**config.mk**
```make
export PLATFORM = sky130hd
export DESIGN_NAME = power_of_two_block_allocator
export DESIGN_NICKNAME = d
export VERILOG_FILES = /design/src/rtl/p2ba_pkg.sv /design/src/rtl/p2ba_dpath.sv /design/src/rtl/p2ba_ctrl.sv /design/src/rtl/power_of_two_block_allocator.sv
export SDC_FILE = /design/constraint.sdc
export NUM_CORES = 1
export LEC_CHECK = 0
export BUFFER_PORTS_ARGS = -buffer_cell sky130_fd_sc_hd__buf_2
export CAP_MARGIN = 5
export CORE_MARGIN = 2
export CORE_UTILIZATION = 50
export CTS_CLUSTER_DIAMETER = 60
export CTS_CLUSTER_SIZE = 30
export DETAILED_ROUTE_END_ITERATION = 8
export PLACE_DENSITY_LB_ADDON = 0.1
export SLEW_MARGIN = 15
export SYNTH_ARGS = -nofsm -noshare
export SYNTH_HDL_FRONTEND = slang
export SYNTH_SLANG_ARGS = --single-unit
```
**constraint.sdc**
```tcl
create_clock -name clk -period 8.2 [get_ports clk]
set_input_delay 1.64 -clock clk [delete_from_list [all_inputs] [get_ports clk]]
set_output_delay 1.64 -clock clk [all_outputs]
set_load 0.02 [all_outputs]
```
**src/rtl/p2ba_pkg.sv**
```systemverilog
// Package for the power-of-two block allocator: sizing constants, payload
// structs, status codes, controller states and the controller/datapath link.
// No dependencies.
`default_nettype none

package p2ba_pkg;

  localparam int FRAME_COUNT = 16;
  localparam int FRAME_BYTES = 16;
  localparam int MAX_ORDER   = 4;

  localparam int FW     = (FRAME_COUNT > 1) ? $clog2(FRAME_COUNT) : 1;
  localparam int ORD_W  = $clog2(MAX_ORDER + 1) > 0 ? $clog2(MAX_ORDER + 1) : 1;
  localparam int RUN_W  = ((FW > MAX_ORDER) ? FW : MAX_ORDER) + 1;
  localparam int BYTE_W = $clog2(FRAME_BYTES) + 1;
  localparam int AW     = (FW + 1 + BYTE_W > 8) ? FW + 1 + BYTE_W : 8;

  typedef enum logic [2:0] {
    ST_ALLOCATED = 3'd0,
    ST_BAD_SIZE  = 3'd1,
    ST_NO_SPACE  = 3'd2,
    ST_FREED     = 3'd3,
    ST_NOT_FOUND = 3'd4
  } status_t;

  typedef enum logic {
    OP_ALLOC = 1'b0,
    OP_FREE  = 1'b1
  } op_t;

  typedef struct packed {
    logic        operation;
    logic [15:0] request_size;
    logic [7:0]  owner_id;
  } in_t;

  typedef struct packed {
    status_t    status;
    logic [7:0] base_address;
    logic [7:0] last_address;
  } out_t;

  typedef enum logic [2:0] {
    S_IDLE,
    S_CHECK,
    S_ALLOC_SCAN,
    S_ALLOC_TAG,
    S_FREE_SCAN,
    S_POST
  } state_t;

  typedef struct packed {
    logic    accept;
    logic    step;
    logic    tag;
    logic    post;
    status_t post_status;
  } cmd_t;

  typedef struct packed {
    logic req_bad;
    logic op_free;
    logic owner_zero;
    logic run_too_big;
    logic hit;
    logic scan_last;
    logic found_any;
  } sts_t;

endpackage

`default_nettype wire

```
**src/rtl/p2ba_dpath.sv**
```systemverilog
// Datapath of the allocator: frame owner tags, request latch, frame scan
// and result register. Uses p2ba_pkg; driven by p2ba_ctrl commands.
`default_nettype none

module p2ba_dpath
  import p2ba_pkg::*;
(
  input  wire logic clk,
  input  wire logic rst_n,
  input  wire in_t  in_data,
  input  wire cmd_t cmd,
  output sts_t      sts,
  output out_t      out_data
);

  logic [7:0]       tag_r [FRAME_COUNT];
  logic             op_r;
  logic [15:0]      size_r;
  logic [7:0]       owner_r;
  logic [ORD_W-1:0] order_r;
  logic             fits_r;
  logic [FW-1:0]    idx_r;
  logic             run_ok_r;
  logic [FW-1:0]    start_r;
  logic             found_r;
  logic [FW-1:0]    lo_r;
  logic [FW-1:0]    hi_r;
  out_t             out_r;

  logic [ORD_W-1:0] ord_c;
  logic             fits_c;
  logic [RUN_W-1:0] run;
  logic [FW-1:0]    mask;
  logic [FW-1:0]    pos;
  logic [7:0]       cur_tag;
  logic             ok_now;
  logic             match_now;
  logic [7:0]       base_c;
  logic [7:0]       last_c;

  // byte address of a frame boundary, low 8 bits
  function automatic logic [7:0] frame_addr(input logic [FW:0] f);
    logic [AW-1:0] p;
    p = AW'(f) * AW'(FRAME_BYTES);
    return p[7:0];
  endfunction

  // smallest order whose block holds the requested size
  always_comb begin
    ord_c  = '0;
    fits_c = 1'b0;
    for (int k = MAX_ORDER; k >= 0; k--) begin
      if (32'(in_data.request_size) <= (32'(FRAME_BYTES) << k)) begin
        ord_c  = ORD_W'(k);
        fits_c = 1'b1;
      end
    end
  end

  assign run       = RUN_W'(1) << order_r;
  assign mask      = FW'(run - RUN_W'(1));
  assign pos       = idx_r & mask;
  assign cur_tag   = tag_r[idx_r];
  assign ok_now    = ((pos == '0) || run_ok_r) && (cur_tag == 8'd0);
  assign match_now = (cur_tag == owner_r);

  assign sts.req_bad     = (op_r == OP_ALLOC) &&
                           ((size_r == 16'd0) || (owner_r == 8'd0) || !fits_r);
  assign sts.op_free     = (op_r == OP_FREE);
  assign sts.owner_zero  = (owner_r == 8'd0);
  assign sts.run_too_big = (run > RUN_W'(FRAME_COUNT));
  assign sts.hit         = ok_now && (pos == mask);
  assign sts.scan_last   = (idx_r == FW'(FRAME_COUNT - 1));
  assign sts.found_any   = found_r || match_now;

  always_comb begin
    base_c = 8'd0;
    last_c = 8'd0;
    case (cmd.post_status)
      ST_ALLOCATED: begin
        base_c = frame_addr({1'b0, start_r});
        last_c = frame_addr({1'b0, start_r} + (FW + 1)'(run)) - 8'd1;
      end
      ST_FREED: begin
        base_c = frame_addr({1'b0, lo_r});
        last_c = frame_addr({1'b0, hi_r} + 1'b1) - 8'd1;
      end
      default: begin
        base_c = 8'd0;
        last_c = 8'd0;
      end
    endcase
  end

  always_ff @(posedge clk) begin
    if (!rst_n) begin
      for (int i = 0; i < FRAME_COUNT; i++) tag_r[i] <= 8'd0;
    end else begin
      if (cmd.step && !op_r && sts.hit) begin
        start_r <= idx_r & ~mask;
      end
      if (cmd.step) begin
        if (op_r == OP_ALLOC) begin
          run_ok_r <= ok_now;
        end else if (match_now) begin
          tag_r[idx_r] <= 8'd0;
          if (!found_r) lo_r <= idx_r;
          hi_r    <= idx_r;
          found_r <= 1'b1;
        end
        idx_r <= idx_r + 1'b1;
      end
      if (cmd.tag) begin
        for (int i = 0; i < FRAME_COUNT; i++) begin
          if ((FW'(i) & ~mask) == start_r) tag_r[i] <= owner_r;
        end
      end
    end
    if (cmd.accept) begin
      op_r     <= in_data.operation;
      size_r   <= in_data.request_size;
      owner_r  <= in_data.owner_id;
      order_r  <= ord_c;
      fits_r   <= fits_c;
      idx_r    <= '0;
      run_ok_r <= 1'b0;
      found_r  <= 1'b0;
    end
    if (cmd.post) begin
      out_r.status       <= cmd.post_status;
      out_r.base_address <= base_c;
      out_r.last_address <= last_c;
    end
  end

  assign out_data = out_r;

endmodule

`default_nettype wire

```
**src/rtl/p2ba_ctrl.sv**
```systemverilog
// Controller of the allocator: request sequencing and output handshake.
// Uses p2ba_pkg; commands p2ba_dpath.
`default_nettype none

module p2ba_ctrl
  import p2ba_pkg::*;
(
  input  wire logic clk,
  input  wire logic rst_n,
  input  wire logic in_valid,
  output logic      in_stall,
  output logic      out_valid,
  input  wire logic out_stall,
  input  wire sts_t sts,
  output cmd_t      cmd
);

  state_t  state_r, state_nxt;
  status_t pend_r, pend_nxt;
  logic    out_valid_r, out_valid_nxt;

  always_ff @(posedge clk) begin
    if (!rst_n) begin
      state_r     <= S_IDLE;
      pend_r      <= ST_BAD_SIZE;
      out_valid_r <= 1'b0;
    end else begin
      state_r     <= state_nxt;
      pend_r      <= pend_nxt;
      out_valid_r <= out_valid_nxt;
    end
  end

  always_comb begin
    state_nxt       = state_r;
    pend_nxt        = pend_r;
    cmd             = '0;
    cmd.post_status = pend_r;
    in_stall        = 1'b1;
    out_valid_nxt   = out_valid_r && out_stall;
    unique case (state_r)
      S_IDLE: begin
        in_stall = 1'b0;
        if (in_valid) begin
          cmd.accept = 1'b1;
          state_nxt  = S_CHECK;
        end
      end
      S_CHECK: begin
        if (sts.op_free) begin
          if (sts.owner_zero) begin
            pend_nxt  = ST_NOT_FOUND;
            state_nxt = S_POST;
          end else begin
            state_nxt = S_FREE_SCAN;
          end
        end else if (sts.req_bad) begin
          pend_nxt  = ST_BAD_SIZE;
          state_nxt = S_POST;
        end else if (sts.run_too_big) begin
          pend_nxt  = ST_NO_SPACE;
          state_nxt = S_POST;
        end else begin
          state_nxt = S_ALLOC_SCAN;
        end
      end
      S_ALLOC_SCAN: begin
        cmd.step = 1'b1;
        if (sts.hit) begin
          state_nxt = S_ALLOC_TAG;
        end else if (sts.scan_last) begin
          pend_nxt  = ST_NO_SPACE;
          state_nxt = S_POST;
        end
      end
      S_ALLOC_TAG: begin
        cmd.tag   = 1'b1;
        pend_nxt  = ST_ALLOCATED;
        state_nxt = S_POST;
      end
      S_FREE_SCAN: begin
        cmd.step = 1'b1;
        if (sts.scan_last) begin
          pend_nxt  = sts.found_any ? ST_FREED : ST_NOT_FOUND;
          state_nxt = S_POST;
        end
      end
      S_POST: begin
        if (!out_valid_r || !out_stall) begin
          cmd.post      = 1'b1;
          out_valid_nxt = 1'b1;
          state_nxt     = S_IDLE;
        end
      end
      default: state_nxt = S_IDLE;
    endcase
  end

  assign out_valid = out_valid_r;

endmodule

`default_nettype wire

```
**src/rtl/power_of_two_block_allocator.sv**
```systemverilog
// Top level of the power-of-two block allocator.
// Uses p2ba_pkg, p2ba_ctrl and p2ba_dpath.
`default_nettype none

// Buddy-style allocator over FRAME_COUNT frames of FRAME_BYTES bytes, one
// owner tag per frame (tag 0 = free, all free after reset). An allocate
// request (operation 0) picks the smallest power-of-two run that holds
// request_size, takes the first naturally aligned fully free run and returns
// its byte range; zero size, oversize or owner 0 reports status 1, no room
// status 2. A free request (operation 1) clears every frame of owner_id and
// returns the range from its first to last frame, or status 4 if it holds
// nothing. Addresses are reported modulo 256 and are zero on every error.
// Sequencing: one request at a time. The frame scan visits one tag per cycle;
// a request rejected up front goes from S_CHECK straight to S_POST, a free
// or an allocate scan without a hit walks all FRAME_COUNT frames, and an
// allocate that hits passes S_ALLOC_TAG to tag its run. Posting also
// waits while the previous result is still stalled in the output register.
// in_stall is low only while the controller is idle; the result sits in an
// output register, so a new request is taken while the previous result
// still waits for its transfer.
module power_of_two_block_allocator
  import p2ba_pkg::*;
(
  input  wire logic clk,
  input  wire logic rst_n,
  input  wire logic in_valid,
  output logic      in_stall,
  input  wire in_t  in_data,
  output logic      out_valid,
  input  wire logic out_stall,
  output out_t      out_data
);

  cmd_t cmd;
  sts_t sts;

  p2ba_ctrl u_ctrl (
    .clk       (clk),
    .rst_n     (rst_n),
    .in_valid  (in_valid),
    .in_stall  (in_stall),
    .out_valid (out_valid),
    .out_stall (out_stall),
    .sts       (sts),
    .cmd       (cmd)
  );

  p2ba_dpath u_dpath (
    .clk      (clk),
    .rst_n    (rst_n),
    .in_data  (in_data),
    .cmd      (cmd),
    .sts      (sts),
    .out_data (out_data)
  );

  // error results never carry an address
  a_err_zero_addr: assert property (@(posedge clk) disable iff (!rst_n)
    out_valid && (out_data.status == ST_BAD_SIZE || out_data.status == ST_NO_SPACE ||
                  out_data.status == ST_NOT_FOUND)
    |-> (out_data.base_address == 8'd0) && (out_data.last_address == 8'd0))
    else $error("error result with nonzero address");

  // one request in flight: busy right after a transfer in
  a_busy_after_accept: assert property (@(posedge clk) disable iff (!rst_n)
    in_valid && !in_stall |=> in_stall)
    else $error("input taken while a request is in progress");

  // a new result only appears while the block is busy finishing a request
  a_post_from_busy: assert property (@(posedge clk) disable iff (!rst_n)
    $rose(out_valid) |-> $past(in_stall))
    else $error("result posted without a request in progress");

  // reset leaves no result pending
  a_reset_clear: assert property (@(posedge clk)
    !rst_n |=> !out_valid)
    else $error("result valid after reset");

endmodule

`default_nettype wire
```
* Word-level counts from Yosys, hierarchy flattened
Memories as Yosys holds them, arrays and structs flattened. A register that Yosys moved wholly into a read port is not among the register bits. Index checks and enable logic that the tools add are counted.
Cells by class: add/sub/neg operators 6, shift operators 1, reductions and logical operators 34, bitwise gates (word level) 21, order comparisons 6, muxes and demuxes 125, equal/unequal tests 31
Operators with widths (count):
- $mux W8 | 17
- $mux W1 | 83
- $mux W3 | 16
- $eq A4 B4 Y1 | 9
- $pmux W8 S2 | 2
- $pmux W3 S6 | 1
- $eq A3 B4 Y1 | 4
- $le A16 B5 Y1 const B | 1
- $le A16 B6 Y1 const B | 1
- $le A16 B7 Y1 const B | 1
- $le A16 B8 Y1 const B | 1
- $le A16 B9 Y1 const B | 1
- $logic_not A16 Y1 | 1
- $logic_not A8 Y1 | 2
- $or A1 B1 Y1 | 16
- $sub A8 B1 Y8 const B | 2
- $mux W4 | 3
- $pmux W3 S4 | 1
- $eq A3 B2 Y1 const B | 3
- $add A4 B1 Y4 const B | 2
- $and A4 B4 Y4 | 2
- $eq A2 B4 Y1 | 2
- $eq A8 B8 Y1 | 1
- $logic_not A4 Y1 | 2
- 28 further kinds | 50
Storage, ports and cells: logic and storage cells 244, memories kept 1, bits in registers 73, output and inout bits 21, memory bits (writable) 128, input port bits 29
Memories:
- u_dpath.tag_r | words 16, width 8, rd ports 1, clocked after Yosys merged registers in 1, wr ports 16, line p2ba_dpath.sv:16 | logic [7:0] tag_r [FRAME_COUNT];

* Logic depth before layout (Yosys ltp)
depth after elaboration 9, gate-level depth with buffers 14, gate-level depth less buffers 12

* Cells and area by module
From an unflattened synthesis, not the netlist that was laid out.
Unflattened totals: cells, all modules 1094, area, all modules 10889.2 um^2
Modules (own cells, without submodules):
- p2ba_dpath | area an instance 10341.2 um^2, times used 1, sequential area each 4354.2 um^2, cells each 1027
- p2ba_ctrl | area an instance 548.0 um^2, times used 1, sequential area each 140.1 um^2, cells each 67

* Worst setup path before layout
Ideal clock, no wire load.
path kind input-to-reg, start in in_valid, end reg u_dpath.fits_r (enable), arrival time 3.111 ns, required time 7.775 ns, buffers on the path 0, path slack 4.663 ns, setup time 0.425 ns, stages 2, cells stage by stage inv_1 nor2_1
RTL lines:
- from (decl) | line power_of_two_block_allocator.sv:26 | input wire logic in_valid,
- to (signal assigned) | line p2ba_dpath.sv:124 | fits_r <= fits_c;
- to (decl) | line p2ba_dpath.sv:21 | logic fits_r;

==> impl_table.tex <==
\begin{tabular}{lr}
\hline
Metric & Value \\
\hline
\multicolumn{2}{l}{\textbf{Critical path}} \\
\quad Critical path's top delay family & multiplexers \\
\quad Required time of the worst setup path & 8.51 ns \\
\quad Crit-path max FO & between 40 and 50 \\
\quad Worst Path Buf+Inv & 1 \\
\quad Category of the worst setup path launch point & flip-flop \\
\quad CP max stage delay & just under 0.6 ns \\
\quad Most frequent CP cell & mux2i\_1 \\
\quad Crit path arrival time & 4.16 ns \\
\quad Setup CP Type & flip-flop to flip-flop \\
\quad Element type at the critical path end & flip-flop \\
\quad Crit-path cells & buf\_4 > mux4\_2 > mux2i\_1 > mux2i\_1 > a22o\_1 > nor4\_4 > nand4\_1 > o21ai\_2 > nor2\_1 \\
\quad Worst path slowest cell & mux4\_2 \\
\multicolumn{2}{l}{\textbf{Placement}} \\
\quad Place WS & 4.35 ns \\
\quad Port Buffers & 45 \\
\quad Placer's final routability congestion estimate & approximately 0.87 \\
\quad Final HPWL from detailed placement & 17000 µm \\
\quad Placed Cells & 1192 \\
\quad Post-placement cell area & $\sim$0.010 mm² \\
\multicolumn{2}{l}{\textbf{Detailed routing}} \\
\quad Final ANT Viol Nets & 0 \\
\quad Violation count after the first detailed-route iteration & roughly 550 \\
\quad Per-cell routed wire length & 20.4 µm \\
\quad Count of vias placed by the detailed router & 7165 \\
\quad Total wire length & 25000 µm \\
\quad First-pass iteration count of the detailed router & 5 \\
\quad DR DRC count & 0 \\
\quad Vias per Instance & $\sim$6 \\
\multicolumn{2}{l}{\textbf{CTS}} \\
\quad Clk Tree Root Cell & clkbuf\_16 \\
\quad Max Root-Sink Buffers & 2 \\
\quad Clock latency on the worst-skew pair & roughly 0.44 ns \\
\quad Clock net sink count & between 150 and 200 \\
\quad Number of buffers inserted during clock tree synthesis & 17 \\
\quad Hold bufs inserted after CTS & 0 \\
\quad Cts repair resizes & 0 \\
\quad TritonCTS clock tree & yes \\
\quad Deepest level of the CTS H-tree & 4 \\
\quad Buffers inserted during post-CTS setup optimization & 0 \\
\quad Clock-pin slew reported for the worst setup and hold paths after clock tree synthesis & around 0.08 ns \\
\multicolumn{2}{l}{\textbf{Floorplan}} \\
\quad Floorplan die width & between 100 and 150 µm \\
\quad DIE AREA & slightly above 0.02 mm² \\
\quad Floorplan Core Area & roughly 0.019 mm² \\
\quad Die height & $\sim$140 µm \\
\quad Placement row count & 50 \\
\quad Number of top-level pins & 50 \\
\quad Initial core utilization & between 50\% and 60\% \\
\multicolumn{2}{l}{\textbf{Power and ir drop}} \\
\quad Net switching power & around 580 µW \\
\quad Leakage component of the power & between 0.004 and 0.005 µW \\
\quad Pwr Density & about 200 mW/mm² \\
\quad Clock network fraction of total power & approximately two fifths \\
\quad Switching part of the total & 27.5\% \\
\quad Logic gate share of total power & 10.2\% \\
\quad Worst supply voltage drop on vdd & 0.000161 V \\
\quad Part of the total power dissipated in sequential elements & 50.8\% \\
\quad Power Internal & $\sim$1500 µW \\
\multicolumn{2}{l}{\textbf{Logic synthesis}} \\
\quad Post-synth design cell area & 0.00967 mm² \\
\quad Number of flops mapped to enable cells by yosys & 53 \\
\quad Mean instance size in the synthesized netlist & $\sim$10 µm² \\
\quad Ys flop type & dfxtp\_1 \\
\quad Number of unique standard cell types used by synthesis & 56 \\
\quad Post-synth ARST share & 0\% \\
\quad Sequential element share of the synthesized area & around 46\% \\
\quad Post-Syn Instances & around 930 \\
\quad Number of register bits inferred by synthesis & roughly 200 \\
\quad Total number of yosys warnings & 0 \\
\multicolumn{2}{l}{\textbf{STA}} \\
\quad Max Fclk & $\sim$0.26 GHz \\
\quad Period utilisation layout & about 47\% \\
\quad Final sum of negative setup slack & 0 ns \\
\quad Worst slew pin tran & about 1.0 ns \\
\quad Number of pins with negative max-slew slack in the final report & 0 \\
\quad Final Worst Setup Slack & about 4.3 ns \\
\quad Time the worst path needs with I/O delays and setup & just under 4 ns \\
\quad Maximum clock skew at final layout & around 0.013 ns \\
\quad RSZ-0062 raised after global routing & false \\
\quad Normalized max-slew margin & a little under a third \\
\quad Final hold vios & 0 \\
\quad Number of endpoints failing setup at the final stage & 0 \\
\multicolumn{2}{l}{\textbf{Cells and area}} \\
\quad Area of the multi-input gates & a little under 0.005 mm² \\
\quad Number of inserted filler cells in the final layout & $\sim$1700 \\
\quad Layout Nets & between 900 and 1000 \\
\quad Fin area & between 0.01 and 0.015 mm² \\
\quad Post-route insts no fill & 1224 \\
\quad Fraction of final layout cells with drive strength greater than 1 & approximately 16\% \\
\quad Storage element area & around 0.0045 mm² \\
\quad Area added between synthesis and finish & 9.76\% \\
\quad Antenna diode count & 0 \\
\multicolumn{2}{l}{\textbf{Global route}} \\
\quad Gr ovfl total & 0 \\
\quad First-pass GRT wire length & approximately 39000 µm \\
\quad Overall routing resource usage & around a quarter \\
\quad Maximum number of pins on one net before global-route repair & 47 \\
\quad Number of antenna violations at the first check in global routing & 0 \\
\quad Number of global-route vias before repair & roughly 6600 \\
\multicolumn{2}{l}{\textbf{Worst hold path}} \\
\quad Hold/Removal Path Class & flip-flop to flip-flop \\
\multicolumn{2}{l}{\textbf{Job}} \\
\quad Maxcap violations & 0 \\
\multicolumn{2}{l}{\textbf{Outcome}} \\
\quad Run status & complete, no violations \\
\hline
\end{tabular}
-- cells in the final DEF, fill, tap and decap left out, types with 12 or more instances in the layout --
cell and instances:
inv_1 15, nor2_1 160, a21oi_1 33, mux4_2 31
nand3_1 28, clkbuf_16 18, mux2i_1 140, dfxtp_1 143
xnor2_1 12, nor3_1 21, edfxtp_1 53, buf_4 13
buf_2 45, o21ai_2 16, nand2_1 61
-- stage by stage --
stage	utilization [%]	hold slack (ns)	total power, µW
after floorplan	-	0.406	1230
after global placement	53.3	0.445	1310
after detailed placement	53.3	0.449	1310
after CTS	56.4	0.460	2130
after global routing	56.4	0.474	2190
final	56.4	0.462	2120
-- worst paths after layout --
path / endpoint / from / slack, ns / cells after the start
max: u_dpath.tag_r[10][2] / flip-flop / 4.35 / 9
min reg2reg: u_dpath.tag_r[12][6] / u_dpath.tag_r[12][6] / 0.46 / 2
min: u_dpath.tag_r[12][6] / u_dpath.tag_r[12][6] / 0.46 / 2
max reg2reg: u_dpath.tag_r[10][2] / flip-flop / 4.35 / 9
-- metal layers --
metal  GRT usage, %  part of all wire, %  wire length [µm]  vias to the layer above
met2           37.3                   44             10900                      283
met5              0                    0                 0                        -
met4           8.23                  2.5               630                        0
met1           36.8                   47             11600                     3455
li1               -                    -                 -                     3383
met3           5.13                  7.3              1830                       44
-- logic make-up after synthesis --
kind of cell	synth area share, %
AO/OA/AOI/OAI	8.02
XOR/XNOR	2.08
adder cells (fa/ha/maj)	1.50
buffers and inverters	3.82
flip-flops	46.5
multiplexers	23.0
other	0.0388
AND/OR/NAND/NOR	15.1
-- worst min-delay path, cell delays in order, from the launching register on --
cell and delay [ns]:
dfxtp_1 0.31, nand2_1 0.05, a21oi_1 0.05
-- power by group through the flow --
stage	Combinational, µW	Clock [µW]	Sequential (µW)
2_1_floorplan	165	0	1070
3_3_place_gp	216	0	1100
3_5_place_dp	215	0	1100
4_1_cts	216	838	1070
5_1_grt	234	878	1080
6_report	217	825	1080
-- state kept, by name, indices dropped and copies added (netlist names), named ones only --
register          flops
u_dpath.start_r       4
u_dpath.found_r       1
u_ctrl.state_r        3
u_dpath.lo_r          4
u_dpath.owner_r       8
u_dpath.hi_r          4
u_dpath.idx_r         4
u_ctrl.out_valid      1
u_dpath.run_ok_r      1
u_ctrl.pend_r         3
u_dpath.out_data     12
u_dpath.op_r          1
u_dpath.size_r       16
u_dpath.tag_r       128
u_dpath.order_r       3
u_dpath.fits_r        1
-- synth_stat cells (6+ instances only) --
cell      instances  area share, %
a31oi_1           6           0.39
xnor2_1          12            1.1
nor2_1          162            6.3
buf_2             7           0.36
o21ai_2          16            1.4
buf_4             8           0.62
nand2_1          61            2.4
nand2b_1          7           0.45
nand4_1           7           0.45
mux2i_1         140             14
dfxtp_1         145             30
inv_1            15           0.58
nand3_1          28            1.4
a21oi_1          34            1.8
a22oi_1           8           0.62
o22ai_1           6           0.39
o21ai_0           9           0.47
a211oi_1          7           0.54
mux4_2           31            7.2
buf_1             9           0.35
ha_1             10            1.3
and2_1            6           0.39
nor2b_1           8           0.52
nor4_1            7           0.45
edfxtp_1         53             16
nor3_1           21            1.1
clkbuf_1         33            1.3
xor2_1           11            1.0
mux2_2           11            1.3
-- area by class of cell --
type / count / share of cell area [%]
Clock buffer: 20 / 4.41
Timing Repair Buffer: 58 / 3.04
Sequential cell: 198 / 42.3
Multi-Input combinational cell: 660 / 45.5
Clock inverter: 12 / 1.04
Tap cell: 260 / 3.06
Inverter: 16 / 0.566
Note: power is estimated with default switching activity, not from simulation.
